`config.mk`:
```
export PLATFORM = sky130hd
export DESIGN_NAME = rotary_encoder_button_events_core
export DESIGN_NICKNAME = d
export VERILOG_FILES = /design/src/rtl/reb_pkg.sv /design/src/rtl/reb_eval.sv /design/src/rtl/rotary_encoder_button_events_core.sv
export SDC_FILE = /design/constraint.sdc
export NUM_CORES = 1
export LEC_CHECK = 0
export ABC_AREA = 1
export BUFFER_PORTS_ARGS = -buffer_cell sky130_fd_sc_hd__clkbuf_2
export CAP_MARGIN = 20
export CORE_AREA = 2 2 146 148
export CTS_CLUSTER_SIZE = 12
export DETAILED_ROUTE_END_ITERATION = 7
export DIE_AREA = 0 0 148 150
export PLACE_DENSITY_LB_ADDON = 0.15
export SYNTH_ARGS = -nofsm -noshare
export SYNTH_HDL_FRONTEND = slang
export SYNTH_SLANG_ARGS = --single-unit
```
`constraint.sdc`:
```
create_clock -name clk -period 11.4 [get_ports clk]
set_input_delay 2.28 -clock clk [delete_from_list [all_inputs] [get_ports clk]]
set_output_delay 2.28 -clock clk [all_outputs]
set_load 0.01 [all_outputs]
```
`src/rtl/reb_pkg.sv`:
```
// shared types and constants for the rotary encoder and button event core
package reb_pkg;

  localparam int TIME_BITS     = 32;
  localparam int DEBOUNCE_BITS = 8;
  localparam int LONG_BITS     = 16;
  localparam int CFG_DATA_BITS = 16;
  localparam int CFG_IDX_BITS  = 1;

  localparam logic [CFG_IDX_BITS-1:0] REG_DEBOUNCE   = 1'd0;
  localparam logic [CFG_IDX_BITS-1:0] REG_LONG_PRESS = 1'd1;

  localparam logic [DEBOUNCE_BITS-1:0] DEBOUNCE_RESET   = 8'd20;
  localparam logic [LONG_BITS-1:0]     LONG_PRESS_RESET = 16'd1000;

  typedef enum logic [2:0] {
    EV_NONE  = 3'd0,
    EV_CW    = 3'd1,
    EV_CCW   = 3'd2,
    EV_CLICK = 3'd3,
    EV_PRESS = 3'd4
  } ev_code_t;

  typedef struct packed {
    logic                 clk_level;
    logic                 dt_level;
    logic                 switch_level;
    logic [TIME_BITS-1:0] time_now;
    logic                 take_event;
  } reb_in_t;

  typedef struct packed {
    ev_code_t event_code;
    logic     event_ready;
  } reb_out_t;

  // decoder state carried from poll to poll
  typedef struct packed {
    logic                 prev_clk;
    logic                 prev_switch;
    logic [TIME_BITS-1:0] debounce_stamp;
    logic [TIME_BITS-1:0] press_stamp;
    logic                 long_sent;
    ev_code_t             pending;
  } reb_state_t;

  typedef struct packed {
    logic [DEBOUNCE_BITS-1:0] debounce_time;
    logic [LONG_BITS-1:0]     long_press_time;
  } reb_cfg_t;

endpackage

```
`src/rtl/reb_eval.sv`:
```
// next-state and result logic for one encoder and switch poll
module reb_eval import reb_pkg::*; (
  input  reb_state_t state,
  input  reb_cfg_t   cfg,
  input  reb_in_t    poll,
  output reb_state_t state_nxt,
  output reb_out_t   result
);

  logic [TIME_BITS-1:0] since_change;
  logic [TIME_BITS-1:0] since_press;
  logic                 in_window;
  reb_state_t           mid;

  assign since_change = poll.time_now - state.debounce_stamp;
  assign in_window    = since_change < TIME_BITS'(cfg.debounce_time);

  always_comb begin
    mid = state;
    // rotary: falling clk edge picks direction from dt
    if (poll.clk_level != state.prev_clk) begin
      mid.prev_clk = poll.clk_level;
      if (!poll.clk_level) begin
        mid.pending = poll.dt_level ? EV_CW : EV_CCW;
      end
    end
    if (poll.switch_level != state.prev_switch && !in_window) begin
      mid.debounce_stamp = poll.time_now;
      mid.prev_switch    = poll.switch_level;
      if (!poll.switch_level) begin
        mid.press_stamp = poll.time_now;
        mid.long_sent   = 1'b0;
      end else if (!state.long_sent) begin
        mid.pending = EV_CLICK;
      end
    end
  end

  assign since_press = poll.time_now - mid.press_stamp;

  always_comb begin
    state_nxt = mid;
    // a bounce inside the window also skips the long-press check
    if (!(poll.switch_level != state.prev_switch && in_window) &&
        !poll.switch_level && !mid.long_sent &&
        since_press >= TIME_BITS'(cfg.long_press_time)) begin
      state_nxt.long_sent = 1'b1;
      state_nxt.pending   = EV_PRESS;
    end
    result.event_code  = state_nxt.pending;
    result.event_ready = (state_nxt.pending != EV_NONE);
    if (poll.take_event) begin
      state_nxt.pending = EV_NONE;
    end
  end

endmodule

```
`src/rtl/rotary_encoder_button_events_core.sv`:
```
// Rotary encoder and debounced push switch event core. Each input transaction is one
// poll of the CLK, DT and switch pins with a millisecond timestamp; each poll yields
// exactly one output transaction showing the single pending-event slot (0 none,
// 1 clockwise, 2 counter-clockwise, 3 click, 4 long press), cleared afterwards when
// take_event is set. One poll is accepted per clock cycle: the whole state update is
// one combinational pass into the state and output registers, so a result appears in
// the cycle after its poll, and the input stalls only while the output register holds
// a result that has not been taken. The user must write debounce_time (index 0) and
// long_press_time (index 1) via the cfg port only while idle; this is not enforced.
module rotary_encoder_button_events_core import reb_pkg::*; (
  input  logic                     clk,
  input  logic                     rst_n,
  input  logic                     in_valid,
  output logic                     in_ready,
  input  reb_in_t                  in_data,
  output logic                     out_valid,
  input  logic                     out_ready,
  output reb_out_t                 out_data,
  input  logic                     cfg_we,
  input  logic [CFG_IDX_BITS-1:0]  cfg_index,
  input  logic [CFG_DATA_BITS-1:0] cfg_wdata
);

  reb_state_t state_r;
  reb_state_t state_nxt;
  reb_cfg_t   cfg_r;
  reb_out_t   out_data_r;
  reb_out_t   result;
  logic       out_valid_r;
  logic       in_fire;

  assign in_ready  = !out_valid_r || out_ready;
  assign in_fire   = in_valid && in_ready;
  assign out_valid = out_valid_r;
  assign out_data  = out_data_r;

  reb_eval u_eval (
    .state     (state_r),
    .cfg       (cfg_r),
    .poll      (in_data),
    .state_nxt (state_nxt),
    .result    (result)
  );

  always_ff @(posedge clk) begin
    if (!rst_n) begin
      cfg_r.debounce_time   <= DEBOUNCE_RESET;
      cfg_r.long_press_time <= LONG_PRESS_RESET;
    end else if (cfg_we) begin
      unique case (cfg_index)
        REG_DEBOUNCE:   cfg_r.debounce_time   <= cfg_wdata[DEBOUNCE_BITS-1:0];
        REG_LONG_PRESS: cfg_r.long_press_time <= cfg_wdata[LONG_BITS-1:0];
        default: ;
      endcase
    end
  end

  always_ff @(posedge clk) begin
    if (!rst_n) begin
      state_r.prev_clk       <= 1'b1;
      state_r.prev_switch    <= 1'b1;
      state_r.debounce_stamp <= '0;
      state_r.press_stamp    <= '0;
      state_r.long_sent      <= 1'b0;
      state_r.pending        <= EV_NONE;
      out_valid_r            <= 1'b0;
    end else begin
      if (in_fire) begin
        state_r <= state_nxt;
      end
      if (in_fire) begin
        out_valid_r <= 1'b1;
      end else if (out_ready) begin
        out_valid_r <= 1'b0;
      end
    end
  end

  always_ff @(posedge clk) begin
    if (in_fire) begin
      out_data_r <= result;
    end
  end

`ifndef SYNTHESIS
  a_ready_flag: assert property (@(posedge clk) disable iff (!rst_n)
    out_valid_r |-> (out_data_r.event_ready == (out_data_r.event_code != EV_NONE)))
    else $error("event_ready disagrees with event_code");

  a_long_reported: assert property (@(posedge clk) disable iff (!rst_n)
    $rose(state_r.long_sent) |-> (out_data_r.event_code == EV_PRESS))
    else $error("long press latched without a press event");

  a_take_clears: assert property (@(posedge clk) disable iff (!rst_n)
    (in_fire && in_data.take_event) |=> (state_r.pending == EV_NONE))
    else $error("take_event did not clear the pending slot");

  a_hold_state: assert property (@(posedge clk) disable iff (!rst_n)
    !in_fire |=> $stable(state_r))
    else $error("state changed without a poll");
`endif

endmodule

```
; Word-level counts from Yosys, hierarchy flattened
; Index checks and enable logic that the tools add are counted.
[totals]
register_bits = 99
wordCells = 47
[op_classes]
mux = 11
n_addsub = 2
n_reduce_logical = 18
magnitude_cmp = 2
eq_ne = 2
bitwise_logic = 1
[op_table]
columns = op, count
row1 = 32-bit subtractor, 2
row2 = 36-bit 2-to-1 mux, 1
row3 = 33-bit 2-to-1 mux, 1
row4 = 32-bit by 16-bit greater-or-equal comparator with 1-bit output, 1
row5 = 32-bit by 8-bit < comparator with 1-bit output, 1
row6 = 3-bit 2-to-1 mux, 5
row7 = 2-bit AND reduction, 4
row8 = 1-bit logical AND, 6
row9 = 1-bit zero test, 5
row10 = 4-bit 2-to-1 mux, 1
row11 = 3-bit nonzero test, 1
row12 = 1-bit 2-to-1 mux, 2
row13 = 2-bit 2-to-1 mux, 1
row14 = 1-bit != test, 2
row15 = 2-bit nonzero test, 1
row16 = 1-bit logical OR, 1
row17 = 1-bit NOT, 1

; Logic depth before layout (Yosys ltp)
[logic_depth]
ltp_word = 11
ltp_mapped = 51
ltp_nobuf = 49

; Cells and area by module
; Synthesis repeated with hierarchy kept, for this count alone.
[hier_totals]
hier_cells = 1837
hier_area_um2 = 10483.8
[by_module_without_submodules]
columns = module, seq_area_each_um2, cells_each, area_per_inst_um2, n_inst
row1 = reb_eval, 0.0, 1267, 6359.8, 1
row2 = rotary_encoder_button_events_core, 2021.9, 570, 4124.0, 1

; Least setup slack after synthesis
; No wires, ideal clock.
[synth_path]
path_type = input-to-reg
start = input port in_data[3] (netlist bit)
end = register out_data_r (netlist bit out_data[0]) (data pin)
t_arrival_ns = 7.890
path_buffers = 4
cell_stages = 45
path_slack_ns = 3.247
path_cell_list = ha_1 -> buf_4 -> a21oi_2 -> nand2_2 -> nand2_1 -> nand2_1 -> xor2_1 -> ha_1 -> a21oi_1 -> nand2_1 -> nor2_1 -> nand2_1 -> nor2_1 -> nand2_1 -> nor2_1 -> nand2_1 -> nor2_1 -> nand2_2 -> [... 9 more ...] -> a211oi_1 -> o21ai_0 -> xnor2_1 -> inv_1 -> ha_1 -> inv_1 -> nor2_1 -> or2_2 -> a21oi_1 -> o21ai_0 -> a21oi_1 -> nand2_1 -> a21oi_2 -> nand3_1 -> nor2_2 -> nand3_2 -> nand2_4 -> nand4_1
[synth_rtl]
columns = item, line
row1 = "start, declared", rotary_encoder_button_events_core.sv:15  ; input reb_in_t in_data,
row2 = "end signal, assigned", rotary_encoder_button_events_core.sv:81  ; out_data_r <= result;
row3 = "end, declared", rotary_encoder_button_events_core.sv:27  ; reb_out_t out_data_r;

==> results.toml <==
[die]
core-area_sq_um = 20700
dieArea_sq_um = 22200
initial_core_util_pct = 44.4
die_w_um = 148
dieHeight_um = 150
io_pins = 64
rows = 53

[synthesis]
netlist_top_cells_area = "dfxtp_1, nand2_1, ha_1"
syn_area_sq_um = 9180
yosysSeqAreaShare_pct = 22.0
synth_cells = 1498
yosysTopAreaCellShare_pct = 20.7
async_flop_share_pct = 0
synth_ff_type = "dfxtp_1"
synth_cell_type_count = 54
yosys_warnings = 0
synth_enable_flop_cells = 4
yosys.area.top_type = "dfxtp_1"
syn_area_per_cell_sq_um = 6.13
synth-seq-cells = 99
syn-num-nets = 1640

[global_route]
grt_pass1_vias = 8462
grt_max_degree = 84
grt_overflow = 0
grt.total_usage_pct = 24.2
grt_first_pass_wirelength_um = 42600
antenna_found_initial = 0

[final_layout]
area.growth.synth_to_final_pct = 9.52
stdcell_area_sq_um = 10100
num_antenna_cells = 0
drive_gt1_share_pct = 9.31
nets = 1684
layoutNonFillerInstCount = 1822

[cts]
clkTransAtPathRegs_ps = 80
htreeDepth = 3
ctsLongestPathBuffers = 2
root_buffer = "clkbuf_16"
insertion_delay_ps = 360
tritoncts = "done"
post-cts-setup-buffers = 0
numCtsBuffers = 9
clock-sinks = 99
cts_hold_buf = 0
ctsResizeCount = 0

[timing]
finalHoldViolations = 0
finalSetupTns_ps = 0
drv_slew = 0
skew_ps = 13.2
setup_violations = 0
maxSlewHeadroom_pct = 45.0
rsz0062_at_grt = "no"
tightest_slew_ps = 825
min_period_ps = 8700
post-route-period-util_pct = 76.3
fmax_mhz = 115

[critical_path]
slowest_stage = "nand2_4"
cp.required_ps = 11500
critPathKind = "in -> reg"
reg2reg_slack_ps = 4450
end_kind = "register"
cpMostUsedCell = "nand2_1"
worstSetupStartpointType = "input port"
cp_max_fo = 60
cp.arrival_ps = 8800
slowest_delay_ps = 540

[place]
place_hpwl_um = 21400
place_area_sq_um = 9710
gp_congestion = 0.943
post-place-cells = 1805
port_buffers = 63

[drt]
dr_total_vias = 9171
post_drt_wl_per_cell_um = 14.4
ant_nets = 0
drt_pass1_iterations = 6
drc = 0
drtIter0Drc = 569
drt-total-wl_um = 26200
routed_via_density = 5.03

[worst_hold_path]
hold_path.class = "reg -> reg"

[job]
max-cap-violations = 0

[pwr]
power_density_nw_per_um2 = 125
p_leak_nw = 5.23
vdd_drop_max_uv = 79.0

[run_status]
status = "finished, final reports clean"
[path summary, 6_finish.rpt]
kind          startpoint           to  depth (start not counted)
min          state_r[17]  state_r[17]                          2
max reg2reg  state_r[38]  out_data[0]                         44
max           in_data[1]  out_data[0]                         44
min reg2reg  state_r[17]  state_r[17]                          2
[per-layer routing]
layer | GRT usage [%] | up-vias | share of wire [%]
li1 | - | 4901 | -
met1 | 33.1 | 4106 | 49
met2 | 40.5 | 136 | 46
met3 | 2.59 | 28 | 3.0
met4 | 6.86 | 0 | 1.9
met5 | 0 | - | 0
[cell type report]
| cell class | count | area, sq um |
|---|---|---|
| clock buffers | 10 | 239 |
| well taps | 275 | 344 |
| flip-flops and latches | 99 | 2020 |
| inverters | 272 | 1020 |
| fillers | 2309 | 10600 |
| repair buffers | 67 | 365 |
| multi-input cells | 1093 | 5980 |
| clock inverters | 6 | 78.8 |
[flip-flops by register name, indices dropped and copies added, names as in the netlist]
register   flops
out_valid      1
cfg_r         24
out_data       4
state_r       70
[Yosys cell counts (21+ instances only)]
library cell and count:
a21oi_1 133, clkbuf_1 29, dfxtp_1 95, ha_1 82
inv_1 265, nand2_1 404, nand2_2 24, nand3_1 57
nand4_1 23, nor2_1 117, o211ai_1 21, o21ai_0 102
[cells in the final DEF (no fill, tap or decap), types with 4 or more instances in the layout]
master / n
edfxtp_1: 4
clkbuf_16: 9
ha_1: 82
o21ai_0: 102
nand2_2: 24
nand2_4: 4
nand3_2: 8
a21oi_2: 4
nand3_1: 57
inv_2: 5
nor3_1: 12
nand4_1: 23
a21oi_1: 133
inv_1: 265
nor2_1: 117
mux2i_1: 12
clkbuf_2: 63
o211ai_1: 21
nand2_1: 404
a211oi_1: 9
nor2_2: 6
xor2_1: 15
nand3b_1: 12
xnor2_1: 8
dfxtp_1: 95
[where the power goes]
part	total [W]	switching (W)	leakage, nW	internal [W]
Combinational	0.000544	0.000351	4.25	0.000193
Clock	0.000333	0.000152	0.157	0.000181
Sequential	0.000384	0.00000929	0.822	0.000375
Total	0.00126	0.000512	5.23	0.000749
[kinds of logic (layout without fill, tap and decap cells)]
group / Yosys count / count (layout) / share of synthesized area [%]
and+or+nand+nor: 679 / 679 / 32.1
buffers and inverters: 306 / 355 / 12.9
AOI/OAI and AO/OA: 295 / 295 / 17.8
DFF: 99 / 99 / 22.0
adders and majority gates: 84 / 84 / 11.6
xor gates and xnor gates: 23 / 23 / 2.20
muxes: 12 / 12 / 1.31
[worst max-delay path: cells and delay by family]
kind	cells	cell delay [ps]
AO/OA/AOI/OAI	7	970
XOR/XNOR	2	310
adder cells (fa/ha/maj)	6	1830
buffers and inverters	3	310
AND/OR/NAND/NOR	26	3080
[stage by stage]
stage | setup slack, ps | power, W | utilization, % | hold WS [ps]
global placement | 2520 | 0.000924 | 46.9 | 440
detailed placement | 2400 | 0.000928 | 46.9 | 446
floorplan | 3250 | 0.000798 | - | 427
global route | 2110 | 0.00136 | 48.6 | 468
CTS | 2740 | 0.00127 | 48.4 | 457
finish | 2700 | 0.00126 | 48.6 | 456
(Power assumes the default switching activity.)
